--- config.mk ---
export PLATFORM = sky130hd
export DESIGN_NAME = itm_swo_packet_decoder
export DESIGN_NICKNAME = d
export VERILOG_FILES = /design/src/hw/rtl/itmswo_pkg.sv /design/src/hw/rtl/itmswo_in_stage.sv /design/src/hw/rtl/itmswo_parser.sv /design/src/hw/rtl/itm_swo_packet_decoder.sv
export SDC_FILE = /design/constraint.sdc
export NUM_CORES = 1
export LEC_CHECK = 0
export BUFFER_PORTS_ARGS = -buffer_cell sky130_fd_sc_hd__buf_2
export CAP_MARGIN = 20
export CORE_ASPECT_RATIO = 0.5
export CORE_MARGIN = 2
export CORE_UTILIZATION = 30
export CTS_CLUSTER_DIAMETER = 80
export DETAILED_ROUTE_END_ITERATION = 8
export GPL_ROUTABILITY_DRIVEN = 0
export SKIP_LAST_GASP = 1
export SYNTH_ARGS = -nofsm -noshare
export SYNTH_HDL_FRONTEND = slang
export SYNTH_SLANG_ARGS = --single-unit
--- constraint.sdc ---
create_clock -name clk -period 8.6 [get_ports clk]
set_input_delay 0.43 -clock clk [delete_from_list [all_inputs] [get_ports clk]]
set_output_delay 0.43 -clock clk [all_outputs]
set_load 0.01 [all_outputs]
--- src/hw/rtl/itmswo_pkg.sv ---
// ============================================================================
// itmswo_pkg
// shared types and constants for the itm swo trace packet decoder
// ============================================================================
`default_nettype none

package itmswo_pkg;

    typedef enum logic [1:0]
    {
        MODE_IDLE = 2'd0,
        MODE_SYNC = 2'd1,
        MODE_TS   = 2'd2,
        MODE_SWIT = 2'd3
    } mode_t;

    localparam logic [7:0] OVERFLOW_HDR = 8'h70;
    localparam logic [7:0] SYNC_BYTE    = 8'h00;
    localparam logic [3:0] TS_NIBBLE    = 4'h0;
    localparam logic [3:0] RSVD_NIBBLE  = 4'h4;
    localparam logic [1:0] SIZE_RSVD    = 2'd0;
    localparam logic [1:0] SIZE_WORD    = 2'd3;
    localparam logic [2:0] SYNC_ZEROS   = 3'd4;
    localparam logic [2:0] TS_MAX_BYTES = 3'd4;
    localparam logic [2:0] WORD_BYTES   = 3'd4;

    typedef struct packed
    {
        logic [31:0] payload;
        logic [2:0]  byte_count;
        logic [4:0]  port;
    } result_t;

endpackage

`default_nettype wire

--- src/hw/rtl/itmswo_in_stage.sv ---
// ============================================================================
// itmswo_in_stage
// input register holding one trace byte until the parser takes it
// ============================================================================
`default_nettype none

module itmswo_in_stage
(
    input  wire logic       clk,
    input  wire logic       rst_n,
    input  wire logic       in_valid,
    output logic            in_ready,
    input  wire logic [7:0] in_byte,
    output logic            item_valid,
    output logic [7:0]      item_byte,
    input  wire logic       item_take
);
    import itmswo_pkg::*;

    logic       valid_reg;
    logic       valid_next;
    logic [7:0] byte_reg;

    assign in_ready   = !valid_reg || item_take;
    assign valid_next = in_ready ? in_valid : valid_reg;

    always_ff @(posedge clk or negedge rst_n)
    begin
        if (!rst_n)
        begin
            valid_reg <= 1'b0;
        end
        else
        begin
            valid_reg <= valid_next;
        end
    end

    always_ff @(posedge clk)
    begin
        if (in_ready && in_valid)
        begin
            byte_reg <= in_byte;
        end
    end

    assign item_valid = valid_reg;
    assign item_byte  = byte_reg;

endmodule

`default_nettype wire

--- src/hw/rtl/itmswo_parser.sv ---
// ============================================================================
// itmswo_parser
// packet framing state, channel count register and result register
// ============================================================================
`default_nettype none

module itmswo_parser
#(
    parameter int MAX_CHANNELS = 32
)
(
    input  wire logic             clk,
    input  wire logic             rst_n,
    input  wire logic             cfg_wr_en,
    input  wire logic [5:0]       cfg_wr_data,
    input  wire logic             item_valid,
    input  wire logic [7:0]       item_byte,
    output logic                  item_take,
    output logic                  res_valid,
    output itmswo_pkg::result_t   res_data,
    input  wire logic             res_ready
);
    import itmswo_pkg::*;

    localparam logic [5:0] MAX_CH = 6'(MAX_CHANNELS);

    mode_t       mode_reg;
    mode_t       mode_next;
    logic [2:0]  seen_reg;
    logic [2:0]  seen_next;
    logic [2:0]  expected_reg;
    logic [2:0]  expected_next;
    logic [4:0]  pport_reg;
    logic [4:0]  pport_next;
    logic [31:0] shift_reg;
    logic [31:0] shift_next;
    logic [5:0]  chan_reg;
    logic        out_valid_reg;
    logic        out_valid_next;
    result_t     out_data_reg;

    logic [7:0]  b;
    logic [2:0]  seen_inc;
    logic [5:0]  limit;
    logic        emit;

    assign b         = item_byte;
    assign seen_inc  = seen_reg + 3'd1;
    assign limit     = (chan_reg > MAX_CH) ? MAX_CH : chan_reg;
    assign item_take = item_valid && (!out_valid_reg || res_ready);

    // next mode
    always_comb
    begin
        mode_next = mode_reg;
        if (item_take)
        begin
            case (mode_reg)
                MODE_IDLE:
                begin
                    if (b == SYNC_BYTE)
                    begin
                        mode_next = MODE_SYNC;
                    end
                    else if (b == OVERFLOW_HDR)
                    begin
                        mode_next = MODE_IDLE;
                    end
                    else if (b[3:0] == TS_NIBBLE)
                    begin
                        if (b[7])
                        begin
                            mode_next = MODE_TS;
                        end
                    end
                    else if (b[3:0] != RSVD_NIBBLE && !b[2] && b[1:0] != SIZE_RSVD)
                    begin
                        mode_next = MODE_SWIT;
                    end
                end
                MODE_SYNC:
                begin
                    if (!(b == SYNC_BYTE && seen_reg < expected_reg))
                    begin
                        mode_next = MODE_IDLE;
                    end
                end
                MODE_TS:
                begin
                    if (!b[7] || seen_inc > TS_MAX_BYTES)
                    begin
                        mode_next = MODE_IDLE;
                    end
                end
                MODE_SWIT:
                begin
                    if (seen_inc >= expected_reg)
                    begin
                        mode_next = MODE_IDLE;
                    end
                end
                default:
                begin
                    mode_next = MODE_IDLE;
                end
            endcase
        end
    end

    // datapath and result
    always_comb
    begin
        seen_next     = seen_reg;
        expected_next = expected_reg;
        pport_next    = pport_reg;
        shift_next    = shift_reg;
        emit          = 1'b0;
        if (item_take)
        begin
            case (mode_reg)
                MODE_IDLE:
                begin
                    if (b == SYNC_BYTE)
                    begin
                        expected_next = SYNC_ZEROS;
                        seen_next     = 3'd0;
                    end
                    else if (b == OVERFLOW_HDR)
                    begin
                        seen_next = seen_reg;
                    end
                    else if (b[3:0] == TS_NIBBLE)
                    begin
                        if (b[7])
                        begin
                            seen_next = 3'd1;
                        end
                    end
                    else if (b[3:0] != RSVD_NIBBLE && !b[2] && b[1:0] != SIZE_RSVD)
                    begin
                        expected_next = (b[1:0] == SIZE_WORD) ? WORD_BYTES : {1'b0, b[1:0]};
                        pport_next    = b[7:3];
                        seen_next     = 3'd0;
                        shift_next    = 32'd0;
                    end
                end
                MODE_SYNC:
                begin
                    if (b == SYNC_BYTE && seen_reg < expected_reg)
                    begin
                        seen_next = seen_inc;
                    end
                end
                MODE_TS:
                begin
                    seen_next = seen_inc;
                end
                MODE_SWIT:
                begin
                    if (!seen_reg[2])
                    begin
                        shift_next = shift_reg | ({24'd0, b} << {seen_reg[1:0], 3'b000});
                    end
                    seen_next = seen_inc;
                    emit      = (seen_inc >= expected_reg) && ({1'b0, pport_reg} < limit);
                end
                default:
                begin
                    seen_next = seen_reg;
                end
            endcase
        end
    end

    assign out_valid_next = emit ? 1'b1 : (res_ready ? 1'b0 : out_valid_reg);

    always_ff @(posedge clk or negedge rst_n)
    begin
        if (!rst_n)
        begin
            mode_reg      <= MODE_IDLE;
            seen_reg      <= 3'd0;
            expected_reg  <= 3'd0;
            pport_reg     <= 5'd0;
            shift_reg     <= 32'd0;
            chan_reg      <= MAX_CH;
            out_valid_reg <= 1'b0;
        end
        else
        begin
            mode_reg      <= mode_next;
            seen_reg      <= seen_next;
            expected_reg  <= expected_next;
            pport_reg     <= pport_next;
            shift_reg     <= shift_next;
            out_valid_reg <= out_valid_next;
            if (cfg_wr_en)
            begin
                chan_reg <= cfg_wr_data;
            end
        end
    end

    always_ff @(posedge clk)
    begin
        if (emit)
        begin
            out_data_reg.port       <= pport_reg;
            out_data_reg.byte_count <= expected_reg;
            out_data_reg.payload    <= shift_next;
        end
    end

    assign res_valid = out_valid_reg;
    assign res_data  = out_data_reg;

`ifndef NO_ASSERTIONS
    a_emit_len: assert property (@(posedge clk) disable iff (!rst_n)
        emit |-> (expected_reg == 3'd1 || expected_reg == 3'd2 || expected_reg == 3'd4))
        else $error("stimulus result with bad length");

    a_emit_port: assert property (@(posedge clk) disable iff (!rst_n)
        emit |-> ({1'b0, pport_reg} < limit))
        else $error("stimulus result on disabled port");

    a_no_take_full: assert property (@(posedge clk) disable iff (!rst_n)
        (out_valid_reg && !res_ready) |-> !item_take)
        else $error("byte consumed while result stalled");

    a_sync_count: assert property (@(posedge clk) disable iff (!rst_n)
        (mode_reg == MODE_SYNC) |-> (seen_reg <= SYNC_ZEROS))
        else $error("sync zero count overrun");
`endif

endmodule

`default_nettype wire

--- src/hw/rtl/itm_swo_packet_decoder.sv ---
// ============================================================================
// itm_swo_packet_decoder
// itm trace byte stream to software stimulus packet decoder
// ============================================================================
// s_axis carries one raw trace byte per request in s_axis_tdata.
// m_axis carries one decoded stimulus packet per request:
//   port, byte_count and little-endian payload in m_axis_tdata.
// sync, timestamp, overflow, reserved and illegal bytes give no request.
// cfg_wr_en with cfg_wr_data sets the channel count; ports at or above
//   min(channel count, MAX_CHANNELS) are dropped. write only while idle.
// a byte is taken into an input register, then parsed into the result
//   register: the payload appears on m_axis from the result register once
//   the last byte of its packet has been parsed.
// throughput is one byte per cycle while no result is stalled on m_axis.
// a waiting result stalls the parser; the input register still takes one
//   more byte, then s_axis_tready drops until the result is taken.
// reset clears the parser to idle, the channel count to MAX_CHANNELS and
//   empties both registers.
// ============================================================================
`default_nettype none

module itm_swo_packet_decoder
#(
    parameter int MAX_CHANNELS = 32
)
(
    input  wire logic        clk,
    input  wire logic        rst_n,
    input  wire logic        cfg_wr_en,
    input  wire logic [5:0]  cfg_wr_data,
    input  wire logic        s_axis_tvalid,
    output logic             s_axis_tready,
    input  wire logic [7:0]  s_axis_tdata,   // trace_byte[7:0]
    output logic             m_axis_tvalid,
    input  wire logic        m_axis_tready,
    output logic [39:0]      m_axis_tdata    // port[4:0], byte_count[7:5], payload[39:8]
);
    import itmswo_pkg::*;

    logic       item_valid;
    logic [7:0] item_byte;
    logic       item_take;
    result_t    res_data;

    itmswo_in_stage u_in_stage
    (
        .clk        (clk),
        .rst_n      (rst_n),
        .in_valid   (s_axis_tvalid),
        .in_ready   (s_axis_tready),
        .in_byte    (s_axis_tdata),
        .item_valid (item_valid),
        .item_byte  (item_byte),
        .item_take  (item_take)
    );

    itmswo_parser
    #(
        .MAX_CHANNELS (MAX_CHANNELS)
    )
    u_parser
    (
        .clk         (clk),
        .rst_n       (rst_n),
        .cfg_wr_en   (cfg_wr_en),
        .cfg_wr_data (cfg_wr_data),
        .item_valid  (item_valid),
        .item_byte   (item_byte),
        .item_take   (item_take),
        .res_valid   (m_axis_tvalid),
        .res_data    (res_data),
        .res_ready   (m_axis_tready)
    );

    assign m_axis_tdata = {res_data.payload, res_data.byte_count, res_data.port};

endmodule

`default_nettype wire
== After elaboration in Yosys (flattened, before gate mapping) ==
Index checks and enable logic that the tools add are counted.

* Bits in registers: 101
* Input bits: 19
* Output and inout port bits: 42
* Logic and storage cells: 97

* $add $sub $neg: 1
* Order comparisons: 5
* Equal/unequal tests: 17
* Shifts and indexed selects: 1
* Mux-type cells: 33
* Bitwise gates (word level): 4
* Reductions and logical operators: 24

{| class="wikitable"
|+ Operators by type and width
! cell !! number
|-
| 32-bit two-way mux || 6
|-
| 32-bit case mux with 2 select lines || 1
|-
| 3-bit two-way mux || 11
|-
| 32-bit OR || 1
|-
| 8-bit by 5-bit left shift with 32-bit output || 1
|-
| 2-bit two-way mux || 8
|-
| 6-bit AND reduction || 2
|-
| 2-bit by 1-bit != test with 1-bit output (second input constant) || 5
|-
| 5-bit AND reduction || 2
|-
| 3-bit case mux with 3 select lines || 1
|-
| 8-bit by 7-bit equality test with 1-bit output (second input constant) || 1
|-
| 8-bit zero test || 1
|-
| 4-bit by 3-bit != test with 1-bit output (second input constant) || 2
|-
| 2-bit case mux with 4 select lines || 1
|-
| 2-bit equality test (second input constant) || 3
|-
| 6-bit greater-than comparator (second input constant) || 1
|-
| 1-bit logical AND || 6
|-
| 5-bit by 6-bit < comparator with 1-bit output || 1
|-
| 6-bit two-way mux || 1
|-
| 2-bit nonzero test || 3
|-
| 5-bit by 1-bit != test with 1-bit output (second input constant) || 1
|-
| 5-bit by 3-bit != test with 1-bit output (second input constant) || 1
|-
| 1-bit zero test || 4
|-
| 4-bit zero test || 1
|-
| other kinds (13) || 20
|}

== Logic depth before layout (Yosys ltp) ==
Gate-level depths: netlist (run 1).

* Depth in word-level cells: 9
* Mapped depth: 8
* Depth with buffers taken out: 8

== Modules after synthesis ==
From an unflattened synthesis (run 1), not the netlist that was laid out.

* Cell total of the unflattened synthesis: 270
* Area total of the unflattened synthesis: 3972.6 um2

{| class="wikitable"
|+ Modules (own cells, without submodules)
! module !! instances !! cells each !! area an instance (um2)
|-
| itmswo_parser || 1 || 258 || 3678.5
|-
| itmswo_in_stage || 1 || 12 || 294.0
|}

== Least setup slack after synthesis (run 1) ==
Ideal clock, no wire load.

* Path type: reg-to-reg
* Start point: register u_parser.chan_reg[5]
* End point: register u_parser.out_data_reg, in the netlist u_parser.res_data[0] (enable)
* Library setup time: 0.537 ns
* Data arrival time: 5.142 ns
* Setup slack: 2.921 ns
* Cell stages (with the launch flop): 7
* Buffers on the path: 0
* Period minus slack after synthesis: 5.679 ns
* Path through: dfstp_2 > nand2b_1 > ha_1 > a21boi_0 > o21ai_0 > a2111oi_0 > nor4_1

* Longest elaborated chain between the ends: 6

{| class="wikitable"
|+ Ends and longest elaborated chain
! element !! line !! RTL
|-
| start, declared || itmswo_parser.sv:37 || <nowiki>logic [5:0] chan_reg;</nowiki>
|-
| start signal, assigned || itmswo_parser.sv:199 || <nowiki>chan_reg <= cfg_wr_data;</nowiki>
|-
| 6-bit greater-than comparator || itmswo_parser.sv:49 || <nowiki>assign limit = (chan_reg > MAX_CH) ? MAX_CH : chan_reg;</nowiki>
|-
| 6-bit two-way mux * || itmswo_parser.sv:49 ||
|-
| 5-bit by 6-bit < comparator with 1-bit output * || itmswo_parser.sv:165 || <nowiki>emit = (seen_inc >= expected_reg) && ({1'b0, pport_reg} < limit);</nowiki>
|-
| 1-bit logical AND * || itmswo_parser.sv:165 ||
|-
| 1-bit two-way mux * || itmswo_parser.sv:120 || <nowiki>case (mode_reg)</nowiki>
|-
| 1-bit two-way mux * || itmswo_parser.sv:118 || <nowiki>if (item_take)</nowiki>
|-
| via u_parser.emit || itmswo_parser.sv:45 || <nowiki>logic emit;</nowiki>
|-
| end, declared || itmswo_parser.sv:40 || <nowiki>result_t out_data_reg;</nowiki>
|}

The timed path passes the listed nets; every way through them passes the cells marked *.
A chain may end at the register's enable or synchronous reset.

== Worst setup path in the final report (run 1) ==
* Start point: register u_parser.seen_reg[0]
* End point: register u_parser.out_data_reg, in the netlist u_parser.res_data[7] (enable)

* Longest elaborated chain between the ends: 5

{| class="wikitable"
|+ Ends and longest elaborated chain
! element !! line !! RTL
|-
| start, declared || itmswo_parser.sv:29 || <nowiki>logic [2:0] seen_reg;</nowiki>
|-
| start signal, assigned || itmswo_parser.sv:192 || <nowiki>seen_reg <= seen_next;</nowiki>
|-
| 3-bit by 1-bit adder with 3-bit output || itmswo_parser.sv:48 || <nowiki>assign seen_inc = seen_reg + 3'd1;</nowiki>
|-
| 3-bit >= comparator || itmswo_parser.sv:165 ||
|-
| 1-bit logical AND || itmswo_parser.sv:165 ||
|-
| 1-bit two-way mux || itmswo_parser.sv:120 ||
|-
| 1-bit two-way mux || itmswo_parser.sv:118 ||
|-
| via u_parser.emit || itmswo_parser.sv:45 ||
|}

The timed path passes the listed nets, and every way through them passes these cells.

==> report_table.html, run 1 <==
<table>
<tr><th>Metric</th><th>Value</th></tr>
<tr><th colspan="2">Status</th></tr>
<tr><td>Outcome</td><td>complete, no violations</td></tr>
<tr><th colspan="2">Clocking</th></tr>
<tr><td>Reg clk slew, reported paths</td><td>~0.060 ns</td></tr>
<tr><td>Clock Latency Late Sink</td><td>0.33 ns</td></tr>
<tr><td>Clock root buffer master</td><td>clkbuf_16</td></tr>
<tr><td>Post-CTS resize count</td><td>0</td></tr>
<tr><td>Number of levels in the clock H-tree</td><td>3</td></tr>
<tr><td>Clock sinks</td><td>101</td></tr>
<tr><td>Post-CTS setup repair buffer count</td><td>0</td></tr>
<tr><td>Buffer depth of the longest clock path</td><td>2</td></tr>
<tr><td>Number of buffers created by CTS</td><td>9</td></tr>
<tr><td>CTS tree</td><td>yes</td></tr>
<tr><td>Hold-fix buffers, CTS</td><td>0</td></tr>
<tr><th colspan="2">Drt</th></tr>
<tr><td>DR DRC count</td><td>0</td></tr>
<tr><td>Via total after detailed routing</td><td>about 2,300</td></tr>
<tr><td>Detail Route Antenna Nets</td><td>0</td></tr>
<tr><td>Vias per std cell</td><td>approximately 4.6</td></tr>
<tr><td>Detailed Route WL</td><td>between 8 and 9 mm</td></tr>
<tr><td>Pre-antenna DRT Iters</td><td>4</td></tr>
<tr><td>DRT iter0 DRCs</td><td>between 100 and 150</td></tr>
<tr><td>Wire length per cell</td><td>roughly 16 um</td></tr>
<tr><th colspan="2">Synth</th></tr>
<tr><td>Cell area after technology mapping</td><td>between 0.003 and 0.004 mm^2</td></tr>
<tr><td>Register area share after synthesis</td><td>a little over two thirds</td></tr>
<tr><td>Most area-hungry cell type in the Yosys netlist</td><td>edfxtp_1</td></tr>
<tr><td>Mean cell area of the mapped netlist</td><td>between 10 and 15 um^2</td></tr>
<tr><td>Dominant cells by area after synthesis</td><td>edfxtp_1 (36%), dfrtp_1 (33%), ha_1 (5.0%)</td></tr>
<tr><td>Total of flip-flops plus latches after synthesis</td><td>between 100 and 150</td></tr>
<tr><td>Mapped Nets</td><td>between 300 and 400</td></tr>
<tr><td>Proportion of netlist area held by the largest area contributor</td><td>between 30% and 40%</td></tr>
<tr><td>Post-Syn Instances</td><td>between 200 and 300</td></tr>
<tr><td>Yosys warnings</td><td>0</td></tr>
<tr><td>Synth unique cells</td><td>37</td></tr>
<tr><th colspan="2">Die</th></tr>
<tr><td>Die boundary width</td><td>167 um</td></tr>
<tr><td>Die outline height</td><td>approximately 86 um</td></tr>
<tr><td>Row Count</td><td>29</td></tr>
<tr><td>Core region area</td><td>approximately 0.013 mm^2</td></tr>
<tr><td>Die Outline Area</td><td>0.0143 mm^2</td></tr>
<tr><td>Initial core utilization</td><td>31.1%</td></tr>
<tr><td>Number of I/O pins</td><td>61</td></tr>
<tr><th colspan="2">Global route</th></tr>
<tr><td>Global-route wire length before repair</td><td>~13 mm</td></tr>
<tr><td>Overall routing resource usage</td><td>12.2%</td></tr>
<tr><td>Number of global-route vias before repair</td><td>~2,400</td></tr>
<tr><td>Total congestion overflow after global routing</td><td>0</td></tr>
<tr><td>Largest net degree at the start of global routing</td><td>54</td></tr>
<tr><td>Initial antenna violation count</td><td>0</td></tr>
<tr><th colspan="2">Min path</th></tr>
<tr><td>Worst hold path class</td><td>in2async</td></tr>
<tr><th colspan="2">Setup path</th></tr>
<tr><td>CP Buf/Inv Count</td><td>3</td></tr>
<tr><td>Arrival time at the worst endpoint</td><td>2.48 ns</td></tr>
<tr><td>Logic depth of the worst register-to-register path</td><td>8</td></tr>
<tr><td>Most used cell, CP</td><td>ha_1</td></tr>
<tr><td>Start of the worst register-to-register path</td><td>u_parser.seen_reg[0]</td></tr>
<tr><td>Worst setup EP type</td><td>register</td></tr>
<tr><td>Reg-to-reg critical path endpoint</td><td>u_parser.res_data[7]</td></tr>
<tr><td>Largest driver fanout on the critical path</td><td>40</td></tr>
<tr><td>Ordered list of cells on the worst path</td><td>ha_1 -&gt; inv_1 -&gt; ha_1 -&gt; inv_1 -&gt; ha_1 -&gt; a21oi_1 -&gt; nor4_2 -&gt; buf_4</td></tr>
<tr><td>Slack of the worst reg-to-reg path</td><td>6.09 ns</td></tr>
<tr><td>Peak per-stage delay on the critical path</td><td>about 0.47 ns</td></tr>
<tr><td>Critical setup path kind</td><td>reg2reg</td></tr>
<tr><td>Cell type group with the largest total delay on the critical path</td><td>adder cells</td></tr>
<tr><td>Slowest cell on crit path</td><td>dfrtp_1</td></tr>
<tr><td>Worst EP required</td><td>between 8 and 9 ns</td></tr>
<tr><td>Critical path startpoint category</td><td>register</td></tr>
<tr><th colspan="2">Power and ir drop</th></tr>
<tr><td>PwrDens</td><td>~300 mW/mm^2</td></tr>
<tr><td>Worst vdd ir</td><td>about 0.00012 V</td></tr>
<tr><td>Leakage component of the power</td><td>slightly above 2 nW</td></tr>
<tr><td>Post-layout power</td><td>around 1.4 mW</td></tr>
<tr><th colspan="2">STA</th></tr>
<tr><td>Setup repair after global routing missed its margin</td><td>false</td></tr>
<tr><td>Transition time of the tightest slew-check pin</td><td>slightly above 1 ns</td></tr>
<tr><td>Count of final max-slew check failures</td><td>0</td></tr>
<tr><td>Final worst-path cycle share</td><td>29.1%</td></tr>
<tr><td>Smallest hold slack</td><td>around 0.21 ns</td></tr>
<tr><td>Final min period</td><td>around 2.5 ns</td></tr>
<tr><td>Max frequency</td><td>about 400 MHz</td></tr>
<tr><td>Count of endpoints failing hold in the final timing report</td><td>0</td></tr>
<tr><td>Worst slew margin relative to its limit</td><td>between 30% and 40%</td></tr>
<tr><td>Worst clock skew on the final layout</td><td>0.00463 ns</td></tr>
<tr><td>Final count of negative-setup-slack endpoints</td><td>0</td></tr>
<tr><td>Final setup TNS</td><td>0 ns</td></tr>
<tr><th colspan="2">Layout</th></tr>
<tr><td>Layout filler cell count</td><td>about 1,200</td></tr>
<tr><td>Area growth from synthesis to final layout</td><td>19.2%</td></tr>
<tr><td>Layout Nets</td><td>370</td></tr>
<tr><td>Antenna diode count</td><td>0</td></tr>
<tr><td>Fin util</td><td>37.1%</td></tr>
<tr><td>Non-filler instance count after layout</td><td>slightly above 500</td></tr>
<tr><td>Ratio of cells with drive above 1 in the final layout</td><td>roughly 29%</td></tr>
<tr><td>Largest register FFs</td><td>40</td></tr>
<tr><th colspan="2">Place</th></tr>
<tr><td>Post-DP HPWL</td><td>5.55 mm</td></tr>
<tr><td>Number of buffers added on ports</td><td>60</td></tr>
<tr><td>Placed Cells</td><td>494</td></tr>
<tr><th colspan="2">Flow run</th></tr>
<tr><td>Total of max-cap violations</td><td>0</td></tr>
</table>
## cell families (layout without fill, tap and decap cells)
family                     after synthesis  in the layout  share of synthesized area (%)
buffers and inverters                   22             89                           2.67
muxes                                   16             16                           4.52
AOI/OAI and AO/OA                       51             51                           9.26
and+or+nand+nor                         67             67                           9.10
adders and majority gates               16             16                           5.02
DFF                                    101            101                           69.4
## metrics by stage
stage | area (um^2) | setup WS, ns
floorplan | 3990 | 2.92
global placement | 4460 | 6.06
detailed placement | 4460 | 6.06
CTS | 4750 | 6.05
global route | 4750 | 5.86
finish | 4750 | 6.09
## per-layer routing
metal	share of wire, %	GRT usage (%)	vias to the layer above
met2	46	18.5	45
li1	-	-	1120
met5	0	0	-
met4	1.5	3.61	0
met3	4.1	3.65	11
met1	49	17.0	1158
## cell type report
class / count / area, um^2 / share of cell area (%)
inverters: 11 / 41.3 / 0.868
flip-flops and latches: 101 / 2770 / 58.2
clock inverters: 2 / 33.8 / 0.711
well taps: 170 / 213 / 4.47
clock buffers: 14 / 264 / 5.55
repair buffers: 62 / 315 / 6.63
multi-input cells: 150 / 1120 / 23.5
## worst max-delay path by stage
stage / from / end / depth (start not counted)
detailed placement: u_parser.seen_reg[0] / u_parser.res_data[7] / 8
global placement: u_parser.seen_reg[0] / u_parser.res_data[32] / 8
finish: u_parser.seen_reg[0] / u_parser.res_data[7] / 8
global route: u_parser.mode_reg[0] / u_parser.res_data[18] / 7
CTS: u_parser.seen_reg[1] / u_parser.res_data[38] / 8
floorplan: u_parser.chan_reg[5] / u_parser.res_data[0] / 6
## report_power, final
group / total (mW) / internal [mW] / switching [mW]
registers: 0.670 / 0.612 / 0.0580
clock network: 0.399 / 0.241 / 0.158
logic: 0.322 / 0.130 / 0.192
total: 1.39 / 0.983 / 0.408
## cell usage in the layout, fill, tap and decap left out, types with 3 or more instances in the layout
cell type	count
o21ai_0	7
mux2_2	16
buf_2	60
inv_1	11
a22o_1	14
nor2_1	26
a21oi_1	21
clkbuf_16	9
ha_1	16
dfrtp_1	52
clkbuf_1	3
nor3_1	3
edfxtp_1	48
nand2_1	10
nand2b_1	8
## cells in the mapped netlist
cell        n
o2111ai_2   1
buf_2       1
a2111oi_0   1
dfrtp_1    52
nor4b_1     1
a21oi_1    21
nand3b_1    2
nand4_1     2
nand4b_1    2
nor3b_1     2
nor4_4      1
a221o_2     1
a22o_1     14
and2_2      1
o41ai_1     1
nor3_1      3
nand2_1    10
o21ai_0     7
ha_1       16
and2_1      2
edfxtp_1   48
and2b_1     1
inv_1      11
a2111oi_4   1
nor2_1     26
a21boi_0    1
clkbuf_1    7
nor4_1      1
nand3_1     2
dfstp_2     1
mux2_2     16
nand2b_4    1
nand2b_1    8
a22o_2      2
or4_1       2
buf_6       3
a21o_1      1
Note: power is estimated with default switching activity, not from simulation.
==> run 2, diff against run 1 <==
Settings changed: ABC_AREA set to 1.
Clock period 8.6 ns to 2.36 ns, I/O delays scaled along.
==> run 2 against run 1 <==
  * Maximum frequency is 15% higher
  * Register-to-register slack worse by 5.9 ns
  * Clock-buffer cell count is 4 lower
  * Global-route usage is 0.61 points higher
==> report_table.html, run 2 <==
<table>
<tr><th>Metric</th><th>Value</th></tr>
<tr><th colspan="2">Status</th></tr>
<tr><td>Outcome</td><td>complete, no violations</td></tr>
<tr><th colspan="2">Synth</th></tr>
<tr><td>Proportion of netlist area held by the largest area contributor</td><td>34.3% (-1.9 points)</td></tr>
<tr><td>Synth unique cells</td><td>33 (-11%)</td></tr>
<tr><td>Mean cell area of the mapped netlist</td><td>11.6 um^2 (-20%)</td></tr>
<tr><td>Yosys warnings</td><td>0 (unchanged)</td></tr>
<tr><td>Number of flops mapped to enable cells by yosys</td><td>48 (unchanged)</td></tr>
<tr><td>Total of flip-flops plus latches after synthesis</td><td>101 (unchanged)</td></tr>
<tr><td>Leading post-synthesis cells by instance count</td><td>dfrtp_1 (52), edfxtp_1 (48), inv_1 (48)</td></tr>
<tr><td>Mapped Nets</td><td>397 (+29%)</td></tr>
<tr><td>Dominant cells by area after synthesis</td><td>edfxtp_1 (34%), dfrtp_1 (31%), ha_1 (4.8%)</td></tr>
<tr><td>Post-Syn Instances</td><td>362 (+33%)</td></tr>
<tr><td>Register area share after synthesis</td><td>65.8% (-3.6 points)</td></tr>
<tr><td>Most frequently used flop master after synthesis</td><td>dfrtp_1</td></tr>
<tr><td>Cell area after technology mapping</td><td>0.00421 mm^2 (+5.5%)</td></tr>
<tr><td>Synth async-reset ratio</td><td>52.5% (unchanged)</td></tr>
<tr><td>Most area-hungry cell type in the Yosys netlist</td><td>edfxtp_1</td></tr>
<tr><td>Top-count cell post-synth</td><td>dfrtp_1</td></tr>
<tr><th colspan="2">Global route</th></tr>
<tr><td>Global-route wire length before repair</td><td>14.5 mm (+8.5%)</td></tr>
<tr><td>Overall routing resource usage</td><td>12.8% (+0.61 points)</td></tr>
<tr><td>Initial antenna violation count</td><td>0 (unchanged)</td></tr>
<tr><td>Number of global-route vias before repair</td><td>2,757 (+14%)</td></tr>
<tr><td>Largest net degree at the start of global routing</td><td>36 (-33%)</td></tr>
<tr><td>Total congestion overflow after global routing</td><td>0 (unchanged)</td></tr>
<tr><th colspan="2">Drt</th></tr>
<tr><td>Via total after detailed routing</td><td>2,842 (+22%)</td></tr>
<tr><td>Detail Route Antenna Nets</td><td>0 (unchanged)</td></tr>
<tr><td>Pre-antenna DRT Iters</td><td>4 (unchanged)</td></tr>
<tr><td>DR DRC count</td><td>0 (unchanged)</td></tr>
<tr><td>Detailed Route WL</td><td>9.16 mm (+13%)</td></tr>
<tr><td>Vias per std cell</td><td>4.39 (-4.0%)</td></tr>
<tr><td>Wire length per cell</td><td>14.2 um (-11%)</td></tr>
<tr><td>DRT iter0 DRCs</td><td>195 (+73%)</td></tr>
<tr><th colspan="2">Setup path</th></tr>
<tr><td>Most used cell, CP</td><td>inv_1</td></tr>
<tr><td>Logic depth of the worst register-to-register path</td><td>12 (+4)</td></tr>
<tr><td>Ordered list of cells on the worst path</td><td>ha_2 -&gt; inv_1 -&gt; ha_1 -&gt; inv_1 -&gt; ha_1 -&gt; inv_1 -&gt; o21bai_1 -&gt; nand4_1 -&gt; inv_1 -&gt; nand2_2 -&gt; clkinvlp_4 -&gt; buf_12</td></tr>
<tr><td>Slack of the worst reg-to-reg path</td><td>0.18 ns (-5.92 ns)</td></tr>
<tr><td>Reg-to-reg critical path endpoint</td><td>u_parser.res_data[11]</td></tr>
<tr><td>Start of the worst register-to-register path</td><td>u_parser.seen_reg[1]</td></tr>
<tr><td>Arrival time at the worst endpoint</td><td>2.22 ns (-0.26 ns)</td></tr>
<tr><td>Critical setup path kind</td><td>reg2reg</td></tr>
<tr><td>Worst setup EP type</td><td>register</td></tr>
<tr><td>Largest driver fanout on the critical path</td><td>33 (-18%)</td></tr>
<tr><td>Slowest cell on crit path</td><td>dfrtp_1</td></tr>
<tr><td>Critical path startpoint category</td><td>register</td></tr>
<tr><td>Worst EP required</td><td>2.40 ns (-6.18 ns)</td></tr>
<tr><td>Peak per-stage delay on the critical path</td><td>0.36 ns (-0.11 ns)</td></tr>
<tr><th colspan="2">Clocking</th></tr>
<tr><td>Clock Latency Late Sink</td><td>0.35 ns (+0.02 ns)</td></tr>
<tr><td>Reg clk slew, reported paths</td><td>0.07 ns (about the same)</td></tr>
<tr><td>Number of buffers created by CTS</td><td>9 (unchanged)</td></tr>
<tr><td>Number of levels in the clock H-tree</td><td>3 (unchanged)</td></tr>
<tr><td>CTS tree</td><td>yes</td></tr>
<tr><td>Clock root buffer master</td><td>clkbuf_16</td></tr>
<tr><td>Clock sinks</td><td>101 (unchanged)</td></tr>
<tr><td>Post-CTS resize count</td><td>0 (unchanged)</td></tr>
<tr><td>Buffer depth of the longest clock path</td><td>2 (unchanged)</td></tr>
<tr><th colspan="2">Min path</th></tr>
<tr><td>Startpoint of the lowest-slack hold path</td><td>cfg_wr_en</td></tr>
<tr><td>Worst hold path class</td><td>in2reg</td></tr>
<tr><td>Hold-critical path depth</td><td>2</td></tr>
<tr><td>Terminating pin of the worst hold path</td><td>u_parser.chan_reg[5]</td></tr>
<tr><th colspan="2">Layout</th></tr>
<tr><td>Layout filler cell count</td><td>1,307 (+6.2%)</td></tr>
<tr><td>Largest register FFs</td><td>40 (unchanged)</td></tr>
<tr><td>Area growth from synthesis to final layout</td><td>25.3%</td></tr>
<tr><td>Most frequent standard cell in the layout excluding fill and tap cells</td><td>buf_2</td></tr>
<tr><td>Non-filler instance count after layout</td><td>647 (+27%)</td></tr>
<tr><td>Antenna diode count</td><td>0 (unchanged)</td></tr>
<tr><td>Fin util</td><td>38.7% (+1.5 points)</td></tr>
<tr><td>Layout Nets</td><td>485 (+31%)</td></tr>
<tr><td>Ratio of cells with drive above 1 in the final layout</td><td>25.9% (-3.5 points)</td></tr>
<tr><td>Highest-count cells in the layout ignoring fill and taps</td><td>buf_2 (60), dfrtp_1 (52), edfxtp_1 (48), inv_1 (47), nand2_1 (35)</td></tr>
<tr><th colspan="2">Die</th></tr>
<tr><td>Core region area</td><td>0.0136 mm^2 (+6.4%)</td></tr>
<tr><td>Number of I/O pins</td><td>61 (unchanged)</td></tr>
<tr><td>Die outline height</td><td>87.7 um (+2.6%)</td></tr>
<tr><td>Die Outline Area</td><td>0.0150 mm^2 (+5.3%)</td></tr>
<tr><td>Row Count</td><td>30 (+3.4%)</td></tr>
<tr><td>Die boundary width</td><td>171 um (+2.6%)</td></tr>
<tr><td>Initial core utilization</td><td>30.9% (-0.27 points)</td></tr>
<tr><th colspan="2">STA</th></tr>
<tr><td>Smallest hold slack</td><td>0.0558 ns (-0.157 ns)</td></tr>
<tr><td>Count of endpoints failing hold in the final timing report</td><td>0 (unchanged)</td></tr>
<tr><td>Final min period</td><td>2.18 ns (-0.325 ns)</td></tr>
<tr><td>Final worst-path cycle share</td><td>92.4% (+63 points)</td></tr>
<tr><td>Setup WS post-layout</td><td>0.180 ns (-5.92 ns)</td></tr>
<tr><td>Count of final max-slew check failures</td><td>0 (unchanged)</td></tr>
<tr><td>Worst slew margin relative to its limit</td><td>44.7% (+12 points)</td></tr>
<tr><td>Setup repair after global routing missed its margin</td><td>false</td></tr>
<tr><td>Max frequency</td><td>459 MHz (+15%)</td></tr>
<tr><td>Final count of negative-setup-slack endpoints</td><td>0 (unchanged)</td></tr>
<tr><td>Transition time of the tightest slew-check pin</td><td>0.830 ns (-0.179 ns)</td></tr>
<tr><td>Worst clock skew on the final layout</td><td>0.0105 ns (+0.00583 ns)</td></tr>
<tr><th colspan="2">Place</th></tr>
<tr><td>Setup WS pre-CTS</td><td>0.189 ns (-5.87 ns)</td></tr>
<tr><td>Placed Cells</td><td>615 (+24%)</td></tr>
<tr><td>Post-DP HPWL</td><td>6.67 mm (+20%)</td></tr>
<tr><td>Number of buffers added on ports</td><td>60 (unchanged)</td></tr>
<tr><th colspan="2">Power and ir drop</th></tr>
<tr><td>PwrDens</td><td>1010 mW/mm^2 (+250%)</td></tr>
<tr><td>Worst vdd ir</td><td>0.000375 V (+210%)</td></tr>
<tr><td>Leakage component of the power</td><td>2.27 nW (+12%)</td></tr>
<tr><th colspan="2">Flow run</th></tr>
<tr><td>Total of max-cap violations</td><td>0 (unchanged)</td></tr>
</table>
[run 2: cell types whose count changed after synthesis, sizes merged, moves of 16 or more]
| cell | change |
|---|---|
| nand2 | +28 |
| o21ai | +19 |
| a22o | -16 |
| nand3 | +24 |
| inv | +40 |
[run 2: metal layers]
metal  routed length [um]  up-vias  GRT usage [%]
li1                     -     1408              -
met1                 4640     1366           18.0
met2                 4030       56           19.3
met3                  376       12           3.39
met4                  111        0           4.24
met5                    0        -              0
[run 2: cell type report]
class	count	area, um^2	area share [%]
Clock buffer	10	239	4.54
Clock inverter	6	81.3	1.54
Inverter	53	203	3.85
Multi-Input combinational cell	199	1180	22.3
Sequential cell	101	2770	52.6
Tap cell	192	240	4.56
Timing Repair Buffer	86	561	10.6
[run 2: cell families (layout without fill, tap and decap cells)]
logic type,after synthesis,in the layout,synth area share (%)
simple gates,122,122,14.6
flops,101,101,65.8
buf+inv,62,155,6.31
compound gates,58,58,7.65
fa+ha+maj,16,16,4.76
mux,3,3,0.803
[run 2: what timing repair did]
action                                  CTS  global route
setup buffers                             0             0
hold buffers                             16             0
endpoints found under the setup margin    0             0
endpoints found under the hold margin    47             0
[run 2: worst max-delay path by stage]
| stage | start | end | slack (ns) | cells after the start |
|---|---|---|---|---|
| detailed placement | u_parser.seen_reg[0] | u_parser.res_data[1] | 0.19 | 12 |
| global placement | u_parser.seen_reg[1] | u_parser.res_data[15] | 0.21 | 12 |
| global route | u_parser.seen_reg[0] | u_parser.res_data[39] | 0.03 | 12 |
| CTS | u_parser.seen_reg[1] | u_parser.res_data[18] | 0.17 | 12 |
| floorplan | u_parser.seen_reg[1] | u_parser.res_data[0] | -0.08 | 11 |
| finish | u_parser.seen_reg[1] | u_parser.res_data[11] | 0.18 | 12 |
[run 2: through the flow]
stage | setup TNS [ns] | instance area [um^2] | power (mW)
final | 0 | 5270 | 5.33
after global routing | 0 | 5270 | 5.64
after CTS | 0 | 5270 | 5.38
after detailed placement | 0 | 4790 | 3.80
after global placement | 0 | 4790 | 3.77
after floorplan | -3.20 | 4210 | 3.36
[run 2: worst max-delay path, delay by kind of cell (launching register included)]
| kind | cells | cell delay (ns) |
|---|---|---|
| AOI/OAI and AO/OA | 1 | 0.16 |
| adders and majority gates | 3 | 0.69 |
| buffers and inverters | 6 | 0.49 |
| DFF | 1 | 0.36 |
| and+or+nand+nor | 2 | 0.17 |
[run 2: where the power goes]
group	leakage, nW	switching [mW]	internal [mW]	total (mW)
logic	0.967	0.952	0.518	1.47
registers	1.14	0.162	2.16	2.32
clock network	0.156	0.668	0.871	1.54
total	2.27	1.78	3.55	5.33
==> run 3, diff against run 2 <==
Clock period 2.36 ns to 2.6 ns, I/O delays scaled along.
==> run 3 against run 2 <==
  * Critical path depth stayed put
  * Final cell count is 1.5% lower
  * Maximum frequency is 6.8% lower
  * Hold slack worse by 0.054 ns
  * Setup slack better by 0.082 ns
  * Critical endpoint is now u_parser.res_data[33]
  * Largest power group unchanged
==> report_table.html, run 3 (synthesized netlist as in run 2, its figures left out) <==
<table>
<tr><th>Metric</th><th>Value</th></tr>
<tr><th colspan="2">Status</th></tr>
<tr><td>Outcome</td><td>complete, no violations</td></tr>
<tr><th colspan="2">Power and ir drop</th></tr>
<tr><td>Power dissipated by switching net loads</td><td>1.55 mW (-13%)</td></tr>
<tr><td>Proportion of power drawn by flip-flops and latches</td><td>45.9% (+2.3 points)</td></tr>
<tr><td>Sw Ratio</td><td>33.7% (+0.31 points)</td></tr>
<tr><td>Cell internal pwr</td><td>3.04 mW (-14%)</td></tr>
<tr><td>PwrDens</td><td>897 mW/mm^2 (-11%)</td></tr>
<tr><td>Clk pwr share</td><td>26.8% (-2.1 points)</td></tr>
<tr><td>Leakage component of the power</td><td>2.19 nW (-3.2%)</td></tr>
<tr><td>Worst vdd ir</td><td>0.000320 V (-15%)</td></tr>
<tr><td>Combinational share of power</td><td>27.3% (-0.3 points)</td></tr>
<tr><th colspan="2">STA</th></tr>
<tr><td>Max frequency</td><td>428 MHz (-6.8%)</td></tr>
<tr><td>Final count of negative-setup-slack endpoints</td><td>0 (unchanged)</td></tr>
<tr><td>Worst clock skew on the final layout</td><td>0.00934 ns (-0.00112 ns)</td></tr>
<tr><td>Final worst-path cycle share</td><td>89.9% (-2.5 points)</td></tr>
<tr><td>Worst slew margin relative to its limit</td><td>63.5% (+19 points)</td></tr>
<tr><td>Count of endpoints failing hold in the final timing report</td><td>0 (unchanged)</td></tr>
<tr><td>Transition time of the tightest slew-check pin</td><td>0.547 ns (-0.283 ns)</td></tr>
<tr><td>Setup repair after global routing missed its margin</td><td>false</td></tr>
<tr><td>Final setup TNS</td><td>0 ns (unchanged)</td></tr>
<tr><td>Final min period</td><td>2.34 ns (+0.158 ns)</td></tr>
<tr><td>Count of final max-slew check failures</td><td>0 (unchanged)</td></tr>
<tr><th colspan="2">Drt</th></tr>
<tr><td>DR DRC count</td><td>0 (unchanged)</td></tr>
<tr><td>Wire length per cell</td><td>13.7 um (-3.1%)</td></tr>
<tr><td>Detailed Route WL</td><td>8.75 mm (-4.6%)</td></tr>
<tr><td>DRT iter0 DRCs</td><td>239 (+23%)</td></tr>
<tr><td>Via total after detailed routing</td><td>2,736 (-3.7%)</td></tr>
<tr><td>Detail Route Antenna Nets</td><td>0 (unchanged)</td></tr>
<tr><td>Vias per std cell</td><td>4.30 (-2.2%)</td></tr>
<tr><td>Pre-antenna DRT Iters</td><td>4 (unchanged)</td></tr>
<tr><th colspan="2">Die</th></tr>
<tr><td>Row Count</td><td>30 (unchanged)</td></tr>
<tr><td>Initial core utilization</td><td>30.9% (unchanged)</td></tr>
<tr><td>Die outline height</td><td>87.7 um (unchanged)</td></tr>
<tr><td>Die Outline Area</td><td>0.0150 mm^2 (unchanged)</td></tr>
<tr><td>Die boundary width</td><td>171 um (unchanged)</td></tr>
<tr><td>Number of I/O pins</td><td>61 (unchanged)</td></tr>
<tr><td>Core region area</td><td>0.0136 mm^2 (unchanged)</td></tr>
<tr><th colspan="2">Global route</th></tr>
<tr><td>Global-route wire length before repair</td><td>14.3 mm (-1.0%)</td></tr>
<tr><td>Initial antenna violation count</td><td>0 (unchanged)</td></tr>
<tr><td>Overall routing resource usage</td><td>12.5% (-0.29 points)</td></tr>
<tr><td>Total congestion overflow after global routing</td><td>0 (unchanged)</td></tr>
<tr><td>Number of global-route vias before repair</td><td>2,782 (+0.91%)</td></tr>
<tr><td>Largest net degree at the start of global routing</td><td>41 (+14%)</td></tr>
<tr><th colspan="2">Layout</th></tr>
<tr><td>Layout Nets</td><td>475 (-2.1%)</td></tr>
<tr><td>Footprint of the flip-flops and latches</td><td>0.00277 mm^2 (about the same)</td></tr>
<tr><td>Highest-count cells in the layout ignoring fill and taps</td><td>buf_2 (60), dfrtp_1 (51), edfxtp_1 (48), inv_1 (47), nand2_1 (36)</td></tr>
<tr><td>Largest register FFs</td><td>40 (unchanged)</td></tr>
<tr><td>Area growth from synthesis to final layout</td><td>21.5%</td></tr>
<tr><td>Area taken by multi-input logic gates</td><td>0.00117 mm^2 (-0.43%)</td></tr>
<tr><td>Fin util</td><td>37.5% (-1.2 points)</td></tr>
<tr><td>Ratio of cells with drive above 1 in the final layout</td><td>24.9% (-0.99 points)</td></tr>
<tr><td>Layout filler cell count</td><td>1,369 (+4.7%)</td></tr>
<tr><td>Antenna diode count</td><td>0 (unchanged)</td></tr>
<tr><td>Most frequent standard cell in the layout excluding fill and tap cells</td><td>buf_2</td></tr>
<tr><th colspan="2">Clocking</th></tr>
<tr><td>Clock root buffer master</td><td>clkbuf_16</td></tr>
<tr><td>Clock Latency Late Sink</td><td>0.35 ns (about the same)</td></tr>
<tr><td>Buffer depth of the longest clock path</td><td>2 (unchanged)</td></tr>
<tr><td>Number of levels in the clock H-tree</td><td>3 (unchanged)</td></tr>
<tr><td>Number of buffers created by CTS</td><td>9 (unchanged)</td></tr>
<tr><td>CTS tree</td><td>yes</td></tr>
<tr><td>Reg clk slew, reported paths</td><td>0.07 ns (about the same)</td></tr>
<tr><td>Post-CTS setup repair buffer count</td><td>0 (unchanged)</td></tr>
<tr><td>Clock sinks</td><td>101 (unchanged)</td></tr>
<tr><th colspan="2">Setup path</th></tr>
<tr><td>Worst EP required</td><td>2.64 ns (+0.24 ns)</td></tr>
<tr><td>Start of the worst register-to-register path</td><td>u_parser.seen_reg[1]</td></tr>
<tr><td>Slack of the worst reg-to-reg path</td><td>0.26 ns (+0.08 ns)</td></tr>
<tr><td>Worst setup startpoint</td><td>u_parser.seen_reg[1]</td></tr>
<tr><td>Largest driver fanout on the critical path</td><td>40 (+21%)</td></tr>
<tr><td>Worst setup EP type</td><td>register</td></tr>
<tr><td>Critical path startpoint category</td><td>register</td></tr>
<tr><td>Arrival time at the worst endpoint</td><td>2.37 ns (+0.15 ns)</td></tr>
<tr><td>Critical setup path kind</td><td>reg2reg</td></tr>
<tr><th colspan="2">Place</th></tr>
<tr><td>Post-DP HPWL</td><td>6.23 mm (-6.6%)</td></tr>
<tr><td>Number of buffers added on ports</td><td>60 (unchanged)</td></tr>
<tr><th colspan="2">Min path</th></tr>
<tr><td>Startpoint of the lowest-slack hold path</td><td>cfg_wr_data[5]</td></tr>
<tr><td>Worst hold path class</td><td>in2reg</td></tr>
<tr><th colspan="2">Flow run</th></tr>
<tr><td>Total of max-cap violations</td><td>0 (unchanged)</td></tr>
</table>
==> run 3: cell types whose count changed in the layout (fill, tap and decap cells not counted), moves of 2 or more <==
cell / before / now
dlygate4sd3_1: 16 / 10
clkinv_2: 0 / 2
buf_4: 8 / 5
clkbuf_1: 0 / 2
==> run 3: timing repair <==
action | CTS | global route
hold endpoints to repair | 30 | 0
hold buffers | 10 | 0
setup endpoints to repair | 0 | 40
resized for setup | 0 | 1
==> run 3: critical path, stage by stage, from the launching register on <==
cell and delay (ns):
dfrtp_2 0.42, ha_1 0.15, inv_1 0.04, ha_1 0.26
inv_1 0.05, ha_1 0.27, inv_1 0.04, o21bai_1 0.17
nand4_1 0.10, inv_1 0.07, nand2_1 0.10, clkinvlp_4 0.10
buf_12 0.23
==> run 3: power by group through the flow <==
| stage | registers [mW] | clock network [mW] | logic [mW] |
|---|---|---|---|
| CTS | 2.11 | 1.25 | 1.26 |
| floorplan | 2.13 | 0 | 0.923 |
| global placement | 2.14 | 0 | 1.23 |
| detailed placement | 2.14 | 0 | 1.25 |
| global route | 2.14 | 1.32 | 1.45 |
| finish | 2.11 | 1.23 | 1.25 |
==> run 3: path summary, 6_finish.rpt <==
check / endpoint / cells after the start
max in group asynchronous: u_parser.seen_reg[1] / 3
setup reg to reg: u_parser.res_data[33] / 12
hold / removal: u_parser.chan_reg[5] / 3
min in group asynchronous: u_parser.mode_reg[1] / 2
hold reg to reg: u_parser.res_data[6] / 0
setup / recovery: u_parser.res_data[33] / 12
==> run 3: layer usage <==
metal / vias up / GRT usage [%] / part of all wire, %
li1: 1380 / - / -
met1: 1290 / 17.6 / 50
met2: 55 / 18.2 / 43
met3: 11 / 4.34 / 5.2
met4: 0 / 3.70 / 1.4
met5: - / 0 / 0
==> run 3: layout make-up <==
cell class | count | share of cell area, %
clock inverter | 5 | 0.710
multi-input combinational | 199 | 22.9
inverter | 53 | 3.97
clock buffer | 11 | 4.55
tap | 192 | 4.70
timing repair buffer | 76 | 8.96
sequential | 101 | 54.2
==> run 3: per-stage QoR <==
stage	hold WS (ns)	area [um^2]	std cells	power, mW	worst slack (ns)
after CTS	0.00105	5110	637	4.62	0.208
after floorplan	-0.166	4210	362	3.05	0.126
final	0.00209	5110	637	4.59	0.262
after global placement	0.152	4740	611	3.36	0.285
after detailed placement	0.161	4740	611	3.39	0.225
after global routing	0.00879	5110	637	4.91	0.0482
